File: src/rtl/core/owbm_pkg.sv
// ----------------------------------------------------------------------------
// owbm_pkg: shared types and constants of the single-wire bus master
// Holds the command codes, register indexes, reset values and the records
// that carry the timing registers and the per-tick result.
// ----------------------------------------------------------------------------
package owbm_pkg;

    localparam int TICK_W    = 10;
    localparam int REG_IDX_W = 3;
    localparam int BIT_IDX_W = 3;
    localparam int BYTE_W    = 8;
    localparam int CMD_W     = 2;

    typedef logic [TICK_W-1:0]    ticks_t;
    typedef logic [REG_IDX_W-1:0] reg_idx_t;
    typedef logic [BIT_IDX_W-1:0] bit_idx_t;
    typedef logic [BYTE_W-1:0]    byte_t;

    typedef enum logic [CMD_W-1:0] {
        CMD_TICK  = 2'd0,
        CMD_RESET = 2'd1,
        CMD_WRITE = 2'd2,
        CMD_READ  = 2'd3
    } cmd_t;

    localparam reg_idx_t REG_RESET_LOW    = 3'd0;
    localparam reg_idx_t REG_RESET_HIGH   = 3'd1;
    localparam reg_idx_t REG_RESET_SETTLE = 3'd2;
    localparam reg_idx_t REG_READ_LEAD    = 3'd3;
    localparam reg_idx_t REG_READ_SAMPLE  = 3'd4;
    localparam reg_idx_t REG_READ_TAIL    = 3'd5;
    localparam reg_idx_t REG_WRITE_LEAD   = 3'd6;
    localparam reg_idx_t REG_WRITE_SLOT   = 3'd7;

    localparam ticks_t RST_RESET_LOW    = 10'd500;
    localparam ticks_t RST_RESET_HIGH   = 10'd260;
    localparam ticks_t RST_RESET_SETTLE = 10'd10;
    localparam ticks_t RST_READ_LEAD    = 10'd80;
    localparam ticks_t RST_READ_SAMPLE  = 10'd10;
    localparam ticks_t RST_READ_TAIL    = 10'd40;
    localparam ticks_t RST_WRITE_LEAD   = 10'd120;
    localparam ticks_t RST_WRITE_SLOT   = 10'd65;

    typedef struct packed {
        ticks_t reset_low_ticks;
        ticks_t reset_high_ticks;
        ticks_t reset_settle_ticks;
        ticks_t read_lead_ticks;
        ticks_t read_sample_ticks;
        ticks_t read_tail_ticks;
        ticks_t write_lead_ticks;
        ticks_t write_slot_ticks;
    } cfg_t;

    typedef struct packed {
        logic  drive_low;
        logic  busy_res;
        byte_t rx_byte;
        logic  done_res;
    } res_t;

endpackage

File: src/rtl/core/owbm_cfg.sv
// ----------------------------------------------------------------------------
// owbm_cfg: timing register file
// Eight 10-bit timing registers written through a plain indexed write port.
// ----------------------------------------------------------------------------
module owbm_cfg (
    input  logic               aclk,
    input  logic               aresetn,
    input  logic               cfg_wr_en,
    input  owbm_pkg::reg_idx_t cfg_addr,
    input  owbm_pkg::ticks_t   cfg_wdata,
    output owbm_pkg::cfg_t     cfg
);

    owbm_pkg::cfg_t cfg_reg;
    owbm_pkg::cfg_t cfg_next;

    always_comb begin
        cfg_next = cfg_reg;
        if (cfg_wr_en) begin
            unique case (cfg_addr)
                owbm_pkg::REG_RESET_LOW:    cfg_next.reset_low_ticks    = cfg_wdata;
                owbm_pkg::REG_RESET_HIGH:   cfg_next.reset_high_ticks   = cfg_wdata;
                owbm_pkg::REG_RESET_SETTLE: cfg_next.reset_settle_ticks = cfg_wdata;
                owbm_pkg::REG_READ_LEAD:    cfg_next.read_lead_ticks    = cfg_wdata;
                owbm_pkg::REG_READ_SAMPLE:  cfg_next.read_sample_ticks  = cfg_wdata;
                owbm_pkg::REG_READ_TAIL:    cfg_next.read_tail_ticks    = cfg_wdata;
                owbm_pkg::REG_WRITE_LEAD:   cfg_next.write_lead_ticks   = cfg_wdata;
                owbm_pkg::REG_WRITE_SLOT:   cfg_next.write_slot_ticks   = cfg_wdata;
                default:                    cfg_next = cfg_reg;
            endcase
        end
    end

    always_ff @(posedge aclk) begin
        if (!aresetn) begin
            cfg_reg.reset_low_ticks    <= owbm_pkg::RST_RESET_LOW;
            cfg_reg.reset_high_ticks   <= owbm_pkg::RST_RESET_HIGH;
            cfg_reg.reset_settle_ticks <= owbm_pkg::RST_RESET_SETTLE;
            cfg_reg.read_lead_ticks    <= owbm_pkg::RST_READ_LEAD;
            cfg_reg.read_sample_ticks  <= owbm_pkg::RST_READ_SAMPLE;
            cfg_reg.read_tail_ticks    <= owbm_pkg::RST_READ_TAIL;
            cfg_reg.write_lead_ticks   <= owbm_pkg::RST_WRITE_LEAD;
            cfg_reg.write_slot_ticks   <= owbm_pkg::RST_WRITE_SLOT;
        end else begin
            cfg_reg <= cfg_next;
        end
    end

    assign cfg = cfg_reg;

endmodule

File: src/rtl/core/owbm_seq.sv
// ----------------------------------------------------------------------------
// owbm_seq: bus phase sequencer
// Advances the bus phase by one tick per transfer and produces the line drive,
// busy, done and received byte of that tick.
// ----------------------------------------------------------------------------
module owbm_seq #(
    parameter int BITS_PER_BYTE = 8
) (
    input  logic             aclk,
    input  logic             aresetn,
    input  logic             step,
    input  owbm_pkg::cmd_t   cmd,
    input  owbm_pkg::byte_t  tx_byte,
    input  logic             line_level,
    input  owbm_pkg::cfg_t   cfg,
    output owbm_pkg::res_t   res
);

    typedef enum logic [3:0] {
        PH_IDLE       = 4'd0,
        PH_RST_LOW    = 4'd1,
        PH_RST_HIGH   = 4'd2,
        PH_RST_SETTLE = 4'd3,
        PH_RST_POLL   = 4'd4,
        PH_W_LEAD     = 4'd5,
        PH_W_PULSE    = 4'd6,
        PH_W_HOLD     = 4'd7,
        PH_R_LEAD     = 4'd8,
        PH_R_PULSE    = 4'd9,
        PH_R_WAIT     = 4'd10,
        PH_R_TAIL     = 4'd11
    } phase_t;

    localparam logic [owbm_pkg::BIT_IDX_W:0] BIT_LIMIT =
        (owbm_pkg::BIT_IDX_W + 1)'(BITS_PER_BYTE);

    phase_t             phase_reg, phase_next;
    owbm_pkg::ticks_t   tick_reg, tick_next;
    owbm_pkg::bit_idx_t bit_reg, bit_next;
    owbm_pkg::byte_t    shift_reg, shift_next;
    owbm_pkg::byte_t    result_reg, result_next;

    logic                           drive;
    logic                           done;
    logic                           last_bit;
    logic [owbm_pkg::TICK_W:0]      cnt;
    owbm_pkg::ticks_t               len;
    owbm_pkg::ticks_t               len_raw;

    always_comb begin
        phase_t start_phase;
        start_phase = phase_reg;
        tick_next   = tick_reg;
        bit_next    = bit_reg;
        shift_next  = shift_reg;
        result_next = result_reg;
        drive       = 1'b0;
        done        = 1'b0;
        cnt         = '0;

        if (phase_reg == PH_IDLE && cmd != owbm_pkg::CMD_TICK) begin
            tick_next = '0;
            bit_next  = '0;
            case (cmd)
                owbm_pkg::CMD_RESET: start_phase = PH_RST_LOW;
                owbm_pkg::CMD_WRITE: begin
                    shift_next  = tx_byte;
                    start_phase = (cfg.write_lead_ticks == '0) ? PH_W_PULSE : PH_W_LEAD;
                end
                default: begin
                    shift_next  = '0;
                    start_phase = (cfg.read_lead_ticks == '0) ? PH_R_PULSE : PH_R_LEAD;
                end
            endcase
        end
        phase_next = start_phase;

        case (start_phase)
            PH_RST_LOW:    len_raw = cfg.reset_low_ticks;
            PH_RST_HIGH:   len_raw = cfg.reset_high_ticks;
            PH_RST_SETTLE: len_raw = cfg.reset_settle_ticks;
            PH_R_LEAD:     len_raw = cfg.read_lead_ticks;
            PH_R_WAIT:     len_raw = cfg.read_sample_ticks;
            PH_R_TAIL:     len_raw = cfg.read_tail_ticks;
            PH_W_LEAD:     len_raw = cfg.write_lead_ticks;
            PH_W_HOLD:     len_raw = cfg.write_slot_ticks;
            default:       len_raw = owbm_pkg::TICK_W'(1);
        endcase

        // Zero length acts as one tick
        len = (len_raw == '0) ? owbm_pkg::TICK_W'(1) : len_raw;

        last_bit = (({1'b0, bit_next} + 4'd1) >= BIT_LIMIT);

        if (start_phase != PH_IDLE) begin
            if (start_phase == PH_RST_LOW || start_phase == PH_W_PULSE
                || start_phase == PH_R_PULSE) begin
                drive = 1'b1;
            end else if (start_phase == PH_W_HOLD) begin
                drive = ~shift_next[0];
            end

            if (start_phase == PH_RST_POLL) begin
                if (line_level) begin
                    phase_next = PH_IDLE;
                    done       = 1'b1;
                end
            end else begin
                cnt = {1'b0, tick_next} + (owbm_pkg::TICK_W + 1)'(1);
                if (cnt >= {1'b0, len}) begin
                    tick_next = '0;
                    case (start_phase)
                        PH_RST_LOW:    phase_next = PH_RST_HIGH;
                        PH_RST_HIGH:   phase_next = PH_RST_SETTLE;
                        PH_RST_SETTLE: phase_next = PH_RST_POLL;
                        PH_W_LEAD:     phase_next = PH_W_PULSE;
                        PH_W_PULSE:    phase_next = PH_W_HOLD;
                        PH_W_HOLD: begin
                            shift_next = shift_next >> 1;
                            if (last_bit) begin
                                phase_next = PH_IDLE;
                                done       = 1'b1;
                            end else begin
                                bit_next   = bit_next + 3'd1;
                                phase_next = PH_W_PULSE;
                            end
                        end
                        PH_R_LEAD:     phase_next = PH_R_PULSE;
                        PH_R_PULSE: begin
                            shift_next = shift_next >> 1;
                            phase_next = PH_R_WAIT;
                        end
                        PH_R_WAIT: begin
                            if (line_level) begin
                                shift_next[owbm_pkg::BYTE_W-1] = 1'b1;
                            end
                            phase_next = PH_R_TAIL;
                        end
                        PH_R_TAIL: begin
                            if (last_bit) begin
                                result_next = shift_next;
                                phase_next  = PH_IDLE;
                                done        = 1'b1;
                            end else begin
                                bit_next   = bit_next + 3'd1;
                                phase_next = PH_R_PULSE;
                            end
                        end
                        default:       phase_next = PH_IDLE;
                    endcase
                end else begin
                    tick_next = cnt[owbm_pkg::TICK_W-1:0];
                end
            end
        end
    end

    always_ff @(posedge aclk) begin
        if (!aresetn) begin
            phase_reg  <= PH_IDLE;
            tick_reg   <= '0;
            bit_reg    <= '0;
            shift_reg  <= '0;
            result_reg <= '0;
        end else if (step) begin
            phase_reg  <= phase_next;
            tick_reg   <= tick_next;
            bit_reg    <= bit_next;
            shift_reg  <= shift_next;
            result_reg <= result_next;
        end
    end

    assign res.drive_low = drive;
    assign res.busy_res  = (phase_next != PH_IDLE);
    assign res.rx_byte   = result_next;
    assign res.done_res  = done;

`ifndef SYNTHESIS
    a_idle_tick_clear: assert property (@(posedge aclk) disable iff (!aresetn)
        phase_reg == PH_IDLE |-> tick_reg == '0)
        else $error("tick count not cleared in idle");

    a_bit_in_range: assert property (@(posedge aclk) disable iff (!aresetn)
        {1'b0, bit_reg} < BIT_LIMIT)
        else $error("bit index beyond byte width");

    a_hold_without_step: assert property (@(posedge aclk) disable iff (!aresetn)
        !step |=> $stable(phase_reg) && $stable(tick_reg) && $stable(shift_reg))
        else $error("sequencer moved without a transfer");
`endif

endmodule

File: src/rtl/core/one_wire_bus_master.sv
// ----------------------------------------------------------------------------
// one_wire_bus_master: single-wire bus master, one microsecond tick per transfer
// Latency: the result of a tick is valid the cycle after its input transfer.
// Throughput: one tick per cycle; the output register frees while m_ready is high.
// Bus phase logic and the result register are the only stages in the path.
// Reset (aresetn low, synchronous): bus idle, timing registers at defaults,
// no result pending.
// ----------------------------------------------------------------------------
module one_wire_bus_master #(
    parameter int BITS_PER_BYTE = 8
) (
    input  logic                         aclk,
    input  logic                         aresetn,
    input  logic                         cfg_wr_en,
    input  logic [owbm_pkg::REG_IDX_W-1:0] cfg_addr,
    input  logic [owbm_pkg::TICK_W-1:0]  cfg_wdata,
    input  logic                         s_valid,
    output logic                         s_ready,
    input  logic [owbm_pkg::CMD_W-1:0]   s_cmd,
    input  logic [owbm_pkg::BYTE_W-1:0]  s_tx_byte,
    input  logic                         s_line_level,
    output logic                         m_valid,
    input  logic                         m_ready,
    output logic                         m_drive_low,
    output logic                         m_busy_res,
    output logic [owbm_pkg::BYTE_W-1:0]  m_rx_byte,
    output logic                         m_done_res
);

    owbm_pkg::cfg_t cfg;
    owbm_pkg::res_t res;
    owbm_pkg::res_t res_reg;
    logic           m_valid_reg, m_valid_next;
    logic           xfer;

    owbm_cfg u_cfg (
        .aclk      (aclk),
        .aresetn   (aresetn),
        .cfg_wr_en (cfg_wr_en),
        .cfg_addr  (owbm_pkg::reg_idx_t'(cfg_addr)),
        .cfg_wdata (owbm_pkg::ticks_t'(cfg_wdata)),
        .cfg       (cfg)
    );

    owbm_seq #(
        .BITS_PER_BYTE (BITS_PER_BYTE)
    ) u_seq (
        .aclk       (aclk),
        .aresetn    (aresetn),
        .step       (xfer),
        .cmd        (owbm_pkg::cmd_t'(s_cmd)),
        .tx_byte    (s_tx_byte),
        .line_level (s_line_level),
        .cfg        (cfg),
        .res        (res)
    );

    assign s_ready      = !m_valid_reg || m_ready;
    assign xfer         = s_valid && s_ready;
    assign m_valid_next = xfer || (m_valid_reg && !m_ready);

    always_ff @(posedge aclk) begin
        if (!aresetn) begin
            m_valid_reg <= 1'b0;
        end else begin
            m_valid_reg <= m_valid_next;
        end
    end

    always_ff @(posedge aclk) begin
        if (xfer) begin
            res_reg <= res;
        end
    end

    assign m_valid     = m_valid_reg;
    assign m_drive_low = res_reg.drive_low;
    assign m_busy_res  = res_reg.busy_res;
    assign m_rx_byte   = res_reg.rx_byte;
    assign m_done_res  = res_reg.done_res;

`ifndef SYNTHESIS
    a_stall_blocks_input: assert property (@(posedge aclk) disable iff (!aresetn)
        m_valid_reg && !m_ready |-> !s_ready)
        else $error("input taken while result stalled");

    a_done_not_busy: assert property (@(posedge aclk) disable iff (!aresetn)
        m_valid_reg && m_done_res |-> !m_busy_res)
        else $error("done reported while still busy");
`endif

endmodule

File: config.mk
export PLATFORM = sky130hd
export DESIGN_NAME = one_wire_bus_master
export DESIGN_NICKNAME = d
export VERILOG_FILES = /design/src/rtl/core/owbm_pkg.sv /design/src/rtl/core/owbm_cfg.sv /design/src/rtl/core/owbm_seq.sv /design/src/rtl/core/one_wire_bus_master.sv
export SDC_FILE = /design/constraint.sdc
export NUM_CORES = 1
export LEC_CHECK = 0
export BUFFER_PORTS_ARGS = -buffer_cell sky130_fd_sc_hd__buf_2
export CORE_MARGIN = 1.5
export CORE_UTILIZATION = 40
export CTS_CLUSTER_DIAMETER = 200
export DETAILED_ROUTE_END_ITERATION = 8
export GPL_ROUTABILITY_DRIVEN = 1
export HOLD_SLACK_MARGIN = 0.06
export PLACE_DENSITY = 0.67
export SLEW_MARGIN = 20
export SYNTH_ARGS = -nofsm -noshare
export SYNTH_HDL_FRONTEND = slang
export SYNTH_SLANG_ARGS = --single-unit
File: constraint.sdc
create_clock -name aclk -period 17.5 [get_ports aclk]
set_clock_uncertainty 0.05 [all_clocks]
set_input_delay 2.625 -clock aclk [delete_from_list [all_inputs] [get_ports aclk]]
set_output_delay 2.625 -clock aclk [all_outputs]
set_load 0.05 [all_outputs]
; ---- Yosys cells after proc, flatten, opt, wreduce, memory -nomap -nowiden
; Cells that the tools add are included.
[totals]
out_inout_bits = 13
n_memories = 0
rom_bits = 0
elab_cells = 114
ram_bits = 0
latch_bits = 0
register_bits = 125
[classes]
shifts = 0
div = 0
multipliers = 0
add_sub_neg = 3
order_cmp = 2
n_mux = 43
n_eq_ne = 20
n_reduce_logical = 27
bitwise = 1
[op_table]
columns = op, count
row1 = 10-bit case mux with 8 select lines, 1
row2 = 8-bit 2-to-1 mux, 9
row3 = 10-bit 2-to-1 mux, 5
row4 = 4-bit case mux with 10 select lines, 1
row5 = 10-bit zero test, 3
row6 = 4-bit 2-to-1 mux, 6
row7 = 3-bit 2-to-1 mux, 7
row8 = 4-bit by 3-bit equality test with 1-bit output (second input constant), 4
row9 = 4-bit equality test (second input constant), 4
row10 = 8-bit case mux with 2 select lines, 1
row11 = 2-bit AND reduction, 8
row12 = 3-bit equality test (second input constant), 4
row13 = 10-bit by 1-bit adder with 11-bit output (second input constant), 1
row14 = 11-bit by 10-bit greater-or-equal comparator with 1-bit output, 1
row15 = 1-bit 2-to-1 mux, 9
row16 = 4-bit by 2-bit equality test with 1-bit output (second input constant), 2
row17 = 4-bit case mux with 2 select lines, 1
row18 = 4-bit nonzero test, 2
row19 = 7-bit 2-to-1 mux, 1
row20 = 3-bit by 2-bit equality test with 1-bit output (second input constant), 2
row21 = 3-bit by 1-bit adder with 4-bit output (second input constant), 1
row22 = 4-bit by 1-bit equality test with 1-bit output (second input constant), 1
row23 = 4-bit greater-or-equal comparator (second input constant), 1
row24 = 4-bit zero test, 1
row25 = 13 further kinds, 20

; ---- Longest topological paths before layout
; Gate-level depths: netlist (run 1).
[depth]
word_depth = 13
ltp_mapped = 25
ltp_nobuf = 19

; ---- Modules after synthesis
; Synthesis (run 1) repeated with hierarchy kept, for this count alone.
[hier_totals]
cells_unflattened = 745
area_unflattened_um2 = 6920.4
[by_module_without_submodules]
columns = module, seq_area_each_um2, cells_each, area_each_um2, n_inst
row1 = owbm_seq, 660.6, 436, 3462.1, 1
row2 = owbm_cfg, 1601.5, 293, 3070.4, 1
row3 = one_wire_bus_master, 350.3, 16, 387.9, 1

; ---- Worst setup path after synthesis (run 1)
; No wires, ideal clock.
[synth_timing]
kind = input to register
start = input s_cmd[0] (netlist name)
end = register res_reg, in the netlist m_rx_byte[0] (data pin)
n_path_buf = 5
setup_slack_ns = 10.140
t_arrival_ns = 7.041
stages = 23
required_time_ns = 17.181
path_cell_list = inv_1 -> ha_1 -> clkbuf_1 -> or4_1 -> o32ai_2 -> a21oi_2 -> and2_4 -> buf_6 -> mux2_4 -> a211oi_2 -> nand4_1 -> o31ai_2 -> ha_1 -> nand2b_1 -> a21o_1 -> a21oi_1 -> o21ai_0 -> a41oi_1 -> buf_2 -> or3_1 -> clkbuf_1 -> clkbuf_1 -> o21ai_0
[synth_rtl]
columns = item, line
row1 = "start, declared", one_wire_bus_master.sv:19  ; input logic [owbm_pkg::CMD_W-1:0] s_cmd,
row2 = "end signal, assigned", one_wire_bus_master.sv:72  ; res_reg <= res;
row3 = "end, declared", one_wire_bus_master.sv:32  ; owbm_pkg::res_t res_reg;

; ---- Worst setup path in the final report (run 1)
[layout_timing]
start = input s_cmd[0] (netlist name)
end = register u_seq.shift_reg[4]
[layout_via]
elab_chain_cells = 11
word_cells_on_any_way = 30
[layout_lines]
columns = item, line
row1 = 2-bit equality test (tied with other cells), owbm_seq.sv:64  ; case (cmd)
row2 = 4-bit case mux with 2 select lines or 1-bit logical AND (tied branches), "owbm_seq.sv:64, owbm_seq.sv:61"
row3 = 4-bit 2-to-1 mux, owbm_seq.sv:61  ; if (phase_reg == PH_IDLE && cmd != owbm_pkg::CMD_TICK) begin
row4 = 4-bit by 3-bit equality test with 1-bit output (tied with other cells), "owbm_seq.sv:78, owbm_seq.sv:112"
row5 = 10-bit case mux with 8 select lines, owbm_seq.sv:78  ; case (start_phase)
row6 = 10-bit zero test, owbm_seq.sv:91  ; len = (len_raw == '0) ? owbm_pkg::TICK_W'(1) : len_raw;
row7 = 10-bit 2-to-1 mux, owbm_seq.sv:91
row8 = 11-bit by 10-bit greater-or-equal comparator with 1-bit output, owbm_seq.sv:110  ; if (cnt >= {1'b0, len}) begin
row9 = 8-bit 2-to-1 mux, owbm_seq.sv:110
row10 = 8-bit 2-to-1 mux, owbm_seq.sv:103  ; if (start_phase == PH_RST_POLL) begin
row11 = 8-bit 2-to-1 mux *, owbm_seq.sv:95  ; if (start_phase != PH_IDLE) begin
row12 = "end signal, assigned", owbm_seq.sv:169  ; shift_reg <= shift_next;
row13 = "end, declared", owbm_seq.sv:40  ; owbm_pkg::byte_t shift_reg, shift_next;
; Mark *: on every way between the ends. The rest lies on a longest branch, timed or not.
; A chain may end at the register's enable or synchronous reset.

==> results of run 1 <==
[cell usage in the layout, fill, tap and decap left out, types with 7 or more instances in the layout]
cell | synthesis | routed
a22oi_1 | 18 | 18
nor3_1 | 11 | 10
nand3_1 | 41 | 41
nand2_1 | 206 | 206
buf_2 | 3 | 41
a21oi_1 | 93 | 93
o21ai_0 | 28 | 28
dfxtp_1 | 114 | 114
a31oi_1 | 11 | 11
and3_1 | 7 | 7
nand4_1 | 7 | 7
clkbuf_16 | 0 | 18
ha_1 | 15 | 15
nor2_1 | 48 | 48
a211oi_1 | 21 | 21
edfxtp_1 | 11 | 11
a21o_1 | 8 | 8
a221oi_1 | 8 | 8
a32oi_1 | 7 | 7
mux2i_1 | 9 | 9
[layer usage]
metal	track usage	wire, µm	up-vias
met2	0.3736	8602	254
li1	-	-	2958
met1	0.3137	8256	2855
met3	0.05285	1466	51
met5	0	0	-
met4	0.09980	566	0
[final cells by class]
type                    instances  share of cell area
repair buffers                 47             0.03459
clock inverters                 7             0.01090
clock buffers                  23             0.06901
well taps                     211             0.03649
flip-flops and latches        125              0.3611
multi-input cells             626              0.4837
inverters                       8            0.004151
[worst max path at each step]
stage | from | end | slack [ns] | cells after the start
after floorplan | s_cmd[0] | m_rx_byte[0] | 10.14 | 23
after global placement | s_cmd[0] | u_seq.shift_reg[1] | 9.40 | 20
after detailed placement | s_cmd[0] | m_rx_byte[0] | 9.17 | 19
after CTS | s_cmd[0] | m_rx_byte[0] | 9.59 | 19
after global routing | s_cmd[0] | m_rx_byte[7] | 8.93 | 19
final | s_cmd[0] | u_seq.shift_reg[4] | 9.53 | 20
[kinds of logic (layout without fill, tap and decap cells)]
| kind of cell | count (synthesis) | in the layout | synth area share |
|---|---|---|---|
| adder cells (fa/ha/maj) | 15 | 15 | 0.02945 |
| AND/OR/NAND/NOR | 360 | 360 | 0.2548 |
| XOR/XNOR | 7 | 7 | 0.009619 |
| flip-flops | 125 | 125 | 0.4099 |
| multiplexers | 11 | 11 | 0.01826 |
| AO/OA/AOI/OAI | 233 | 233 | 0.2362 |
| buffers and inverters | 67 | 85 | 0.04181 |
[power by group]
part	leakage (nW)	total, W	internal [W]	switching, W
combinational	1.36	0.000203	0.0000608	0.000142
sequential	1.03	0.000310	0.000300	0.0000103
clock	0.281	0.000346	0.000215	0.000132
total	2.67	0.000859	0.000575	0.000284
[worst max-delay path, cell delays in order]
cell	delay [ns]
buf_2	0.09
inv_1	0.05
ha_1	0.24
nor3_2	0.31
and4_1	0.62
a21o_1	0.73
and2_1	0.23
o31a_1	0.16
nor4b_1	0.26
nand4_1	0.15
o31ai_2	0.19
ha_1	0.25
nand2b_1	0.14
a21o_1	0.17
a21oi_1	0.14
o21ai_0	0.14
a41oi_1	0.84
or3_1	0.50
mux2i_1	0.26
a21oi_1	0.08
[through the flow]
step	power, W	worst slack, ns	instances
floorplan	0.0004648	10.14	818
global placement	0.0005127	9.401	1017
detailed placement	0.0005135	9.174	1017
CTS	0.0008570	9.587	1047
global route	0.0008961	8.930	1047
finish	0.0008589	9.530	1047
==> metrics.txt, run 1 <==
post-cts sizing count 0; post-layout minimum cycle time around 8.0 ns; Die Ht 129.2 µm; clk slew on worst S/H paths about 0.060 ns; Hold Vio Cnt, Final 0; CP startpoint kind primary input; Placement Cell Area around 6700 µm²; clock sinks 125; count leader, synth nand2_1; Mapped Nets 862; worst-margin pin slew 1.017 ns; DR pass1 iterations 5; CP required 17.71 ns; Tot GR Track Use 0.2371; total vias in the final route ~6k; R2R Path End u_seq.shift_reg[4]; MaxCap Viol Count 0; Setup violations, final 0; Setup Fix Bufs, Post-CTS 0; Peak Freq roughly 130 MHz; number of inserted diodes 0; drt drc 0; Area Overhead vs Synth 13.51%; TritonCTS clock tree built; dpl hpwl about 13000 µm; commonest cells in the netlist nand2_1, dfxtp_1, a21oi_1, nor2_1, clkbuf_1; initial DRC count around 530; syn avg cell area between 7 and 8 µm²; Bufs on Longest Clock Path 2; Post-Route WL about 19000 µm; CTS root buf clkbuf_16; I/O Pins 42; H-tree Lvls 4; share of the synthesized area in the top cell type 0.3581; reg-to-reg critical path startpoint u_seq.phase_reg[1]; Multi-input gate area about 3500 µm²; routed length per instance ~18 µm; ys async rst share 0; Setup CP Type primary input to register; min-delay src u_seq.shift_reg[0]; hold_ws around 0.4 ns; routability cong. between 0.9 and 1; Via density about 5.8; Hold EP u_seq.shift_reg[0]; # hold bufs at CTS 0; Largest register FFs 80; Routed Antenna Nets 0; CTS Buf Count 17; Hold Crit Class register to register; antenna violations before repair 0; Core Rows between 40 and 50; Yosys warnings 0; Initial Utilization 0.4147; Post-synth EDFFs 11; Die Width 129.2 µm; unrepaired setup endpoints after global routing no; largest net degree at the start of global routing between 90 and 100; Netlist cell types 64; sequential share of the synthesized area 0.4099; worst-path fanout max 26; top_reg_cell synth dfxtp_1; status complete, no violations; Core Footprint approximately 15000 µm²; max-slew violation count 0; clk_lat worst skew roughly 0.43 ns; maximum vdd drop 0.07261 mV; area taken by flip-flops and latches 2613 µm²; TNS Setup 0 ns; Port Buffers just over 40; Period Utilization, post-route 0.4554; register bit count reported by yosys roughly 130; layout cells sized above 1 0.1065; Fillers 1511; die area 16700 µm²; CP endpoint kind register; reg2reg path depth 17; post-layout instance area between 7000 and 8000 µm²; first-pass GRT wire length 30280 µm; Synth Cell Area roughly 6400 µm²; top cells by area, synth dfxtp_1, nand2_1, a21oi_1; fin nets between 800 and 900; area leader, netlist dfxtp_1; reg-to-reg setup timing slack around 11 ns; Worst slew margin 0.3132; vias in the first global route around 5.6k; P_leak 2.671 nW; fin util 0.4707; cells after synthesis a little over 800; CP arrival just over 8 ns; Congestion Overflow GR 0; Power per Cell Area 118.7 nW/µm²; Min-Delay Path Depth 2
Power figures use the tool's default switching activity.
==> inputs of run 2 (changes only) <==
Settings changed: ABC_AREA set to 1, PLACE_DENSITY 0.67 to 0.66.
Clock period 17.5 ns to 8.31 ns, I/O delays scaled along.
==> run 2 against run 1 <==
Effect of this change: synthesized cell count up 35%; highest routed layer unchanged; clock-buffer cell count is 5 lower; register-to-register slack got worse by 7.8 ns; hold slack better by 0.0094 ns; synthesized area up 12%; die area up 11%; largest cell class unchanged; wire length grew 0.97%; final cell count up 28%; setup slack worse by 6.7 ns; sequential share of layout area down 3.4 points; sequential power is 120% higher; clock power rose by 140%.
==> metrics.txt, run 2 <==
routed length per instance 14.18 µm (-21%); antenna violations before repair 0 (unchanged); post-cts sizing count 0 (unchanged); Mapped Nets 1146 (+33%); dpl hpwl 13040 µm (+3.0%); H-tree Lvls 4 (unchanged); register bit count reported by yosys 125 (unchanged); count leader, synth nand2_1; Hold Crit Class register to register; CP endpoint kind register; clock sinks 125 (unchanged); DR pass1 iterations 5 (unchanged); reg-to-reg setup timing slack 3.58 ns (-7.77 ns); commonest cells in the netlist nand2_1, nor2_1, dfxtp_1, inv_1, o21ai_0; leading cell types in the layout, fill and taps excluded nand2_1, nor2_1, dfxtp_1, inv_1, o21ai_0; worst-path fanout max 46 (+77%); Hold EP u_cfg.cfg[0]; Die Width 136.4 µm (+5.5%); Placement Cell Area 7326 µm² (+10%); ys async rst share 0 (unchanged); fin util 0.4601 (-0.01059); syn avg cell area 6.457 µm² (-17%); reg-to-reg critical path startpoint u_seq.phase_reg[0]; CTS Buf Count 17 (unchanged); CP required 8.52 ns (-9.19 ns); largest net degree at the start of global routing 83 (-9.8%); CTS root buf clkbuf_16; met3 wire len 845 µm (-42%); Area Overhead vs Synth 12.22%; # hold bufs at CTS 0 (unchanged); Top delay family on crit path simple AND/OR/NAND/NOR gates; reg2reg path depth 30 (+13); routability cong. 0.8608 (-7.9%); clk_lat worst skew 0.43 ns (about the same); Setup violations, final 0 (unchanged); DR top layer met4; most frequent CP cell nand2_1; max-slew violation count 0 (unchanged); R2R Path End u_seq.tick_reg[7]; Min-Delay Path Depth 2 (unchanged); Yosys warnings 0 (unchanged); hold_ws 0.4075 ns (+0.009384 ns); clk slew on worst S/H paths 0.06 ns (about the same); CP arrival 5.64 ns (-2.54 ns); fin nets 1151 (+32%); status complete, no violations; Routed Antenna Nets 0 (unchanged); Critical-path top delay cell nand2_2; top_reg_cell synth dfxtp_1; Setup CP Type primary input to register; Post-synth EDFFs 11 (unchanged); share of the synthesized area in the top cell type 0.3207 (-0.03734); drt drc 0 (unchanged); Netlist cell types 35 (-45%); Core Rows 48 (+6.7%); total vias in the final route 6832 (+12%); post-layout minimum cycle time around 5.4 ns; Core Footprint 17360 µm² (+13%); initial DRC count 565 (+7.6%); number of inserted diodes 0 (unchanged); Port Buffers 41 (unchanged); total power 0.002088 W (+140%); maximum vdd drop 0.2443 mV (+240%); cells after synthesis 1102 (+35%); MaxCap Viol Count 0 (unchanged); top cells by area, synth dfxtp_1, nand2_1, nor2_1; M1 WL 9123 µm (+11%); Largest register FFs 80 (unchanged); area leader, netlist dfxtp_1; Via density 5.080 (-13%); unrepaired setup endpoints after global routing no; vias in the first global route 6004 (+6.3%); Peak Freq roughly 180 MHz; TNS Setup 0 ns (unchanged); sequential share of the synthesized area 0.3672 (-0.04274); WL met2 8712 µm (+1.3%); Initial Utilization 0.4100 (-0.004690); CP peak stage delay 0.52 ns (-0.32 ns); CP Buf/Inv Count 4 (+2); Post-Route WL 19070 µm (+0.97%); Setup Fix Bufs, Post-CTS 0 (unchanged); layout cells sized above 1 0.1027 (-0.003781); TritonCTS clock tree built; Hold Vio Cnt, Final 0 (unchanged); Die Ht 136.4 µm (+5.5%); post-layout instance area 7985 µm² (+10%); Period Utilization, post-route 0.6537; worst-margin pin slew 1.097 ns (+0.08033 ns); CP startpoint kind primary input; Worst slew margin 0.2678 (-0.04543); die area 18600 µm² (+11%); P_leak 3.754 nW (+41%); Synth Cell Area 7116 µm² (+12%); Power per Cell Area 261.5 nW/µm² (+120%); I/O Pins 42 (unchanged); first-pass GRT wire length 30850 µm (+1.9%); min-delay src u_cfg.cfg[0]; Congestion Overflow GR 0 (unchanged); Tot GR Track Use 0.2144 (-0.02264); Bufs on Longest Clock Path 2 (unchanged); commonest non-fill, non-tap cell in the layout nand2_1
## run 2: cells by family (layout without fill, tap and decap cells)
logic type | Yosys count | in the layout | synth area share
AND/OR/NAND/NOR | 618 | 618 | 0.3707
XOR/XNOR | 8 | 8 | 0.009847
AO/OA/AOI/OAI | 175 | 175 | 0.1280
flip-flops | 125 | 125 | 0.3672
buffers and inverters | 161 | 179 | 0.09794
adder cells (fa/ha/maj) | 15 | 15 | 0.02638
## run 2: power breakdown
part / switching [W] / total [W] / internal (W)
sequential: 0.0000200 / 0.000677 / 0.000657
clock: 0.000288 / 0.000838 / 0.000550
combinational: 0.000434 / 0.000574 / 0.000139
total: 0.000742 / 0.00209 / 0.00135
## run 2: stage by stage
step,instances,setup WS [ns]
6_report,1345,2.878
5_1_grt,1345,2.248
4_1_cts,1345,2.869
3_5_place_dp,1313,2.433
3_3_place_gp,1313,2.538
2_1_floorplan,1102,3.809
## run 2: worst max path at each step
| stage | from | end | slack, ns | depth (start not counted) |
|---|---|---|---|---|
| after floorplan | s_cmd[0] | m_busy_res | 3.81 | 30 |
| after global placement | s_cmd[0] | u_seq.tick_reg[7] | 2.54 | 33 |
| after detailed placement | s_cmd[0] | u_seq.tick_reg[7] | 2.43 | 33 |
| after CTS | s_cmd[0] | u_seq.tick_reg[7] | 2.87 | 33 |
| after global routing | s_cmd[0] | u_seq.tick_reg[7] | 2.25 | 33 |
| final | s_cmd[0] | u_seq.tick_reg[7] | 2.88 | 33 |
## run 2: per-layer routing
metal / global-route usage / vias up
met1: 0.2903 / 3074
li1: - / 3568
met5: 0 / -
met4: 0.07210 / 0
met3: 0.04213 / 29
met2: 0.3409 / 161
## run 2: final cells by class
class                   instances  area [µm²]
clock buffers                  18       450.4
clock inverters                14       209.0
repair buffers                 47       250.2
fillers                      1764        9371
multi-input cells             816        3806
inverters                     100       375.4
flip-flops and latches        125        2613
well taps                     225       281.5
## run 2: tightest hold or removal path, delay by kind of cell (launching register included)
family | cells | cell delay (ns)
DFF | 1 | 0.32
and+or+nand+nor | 2 | 0.10
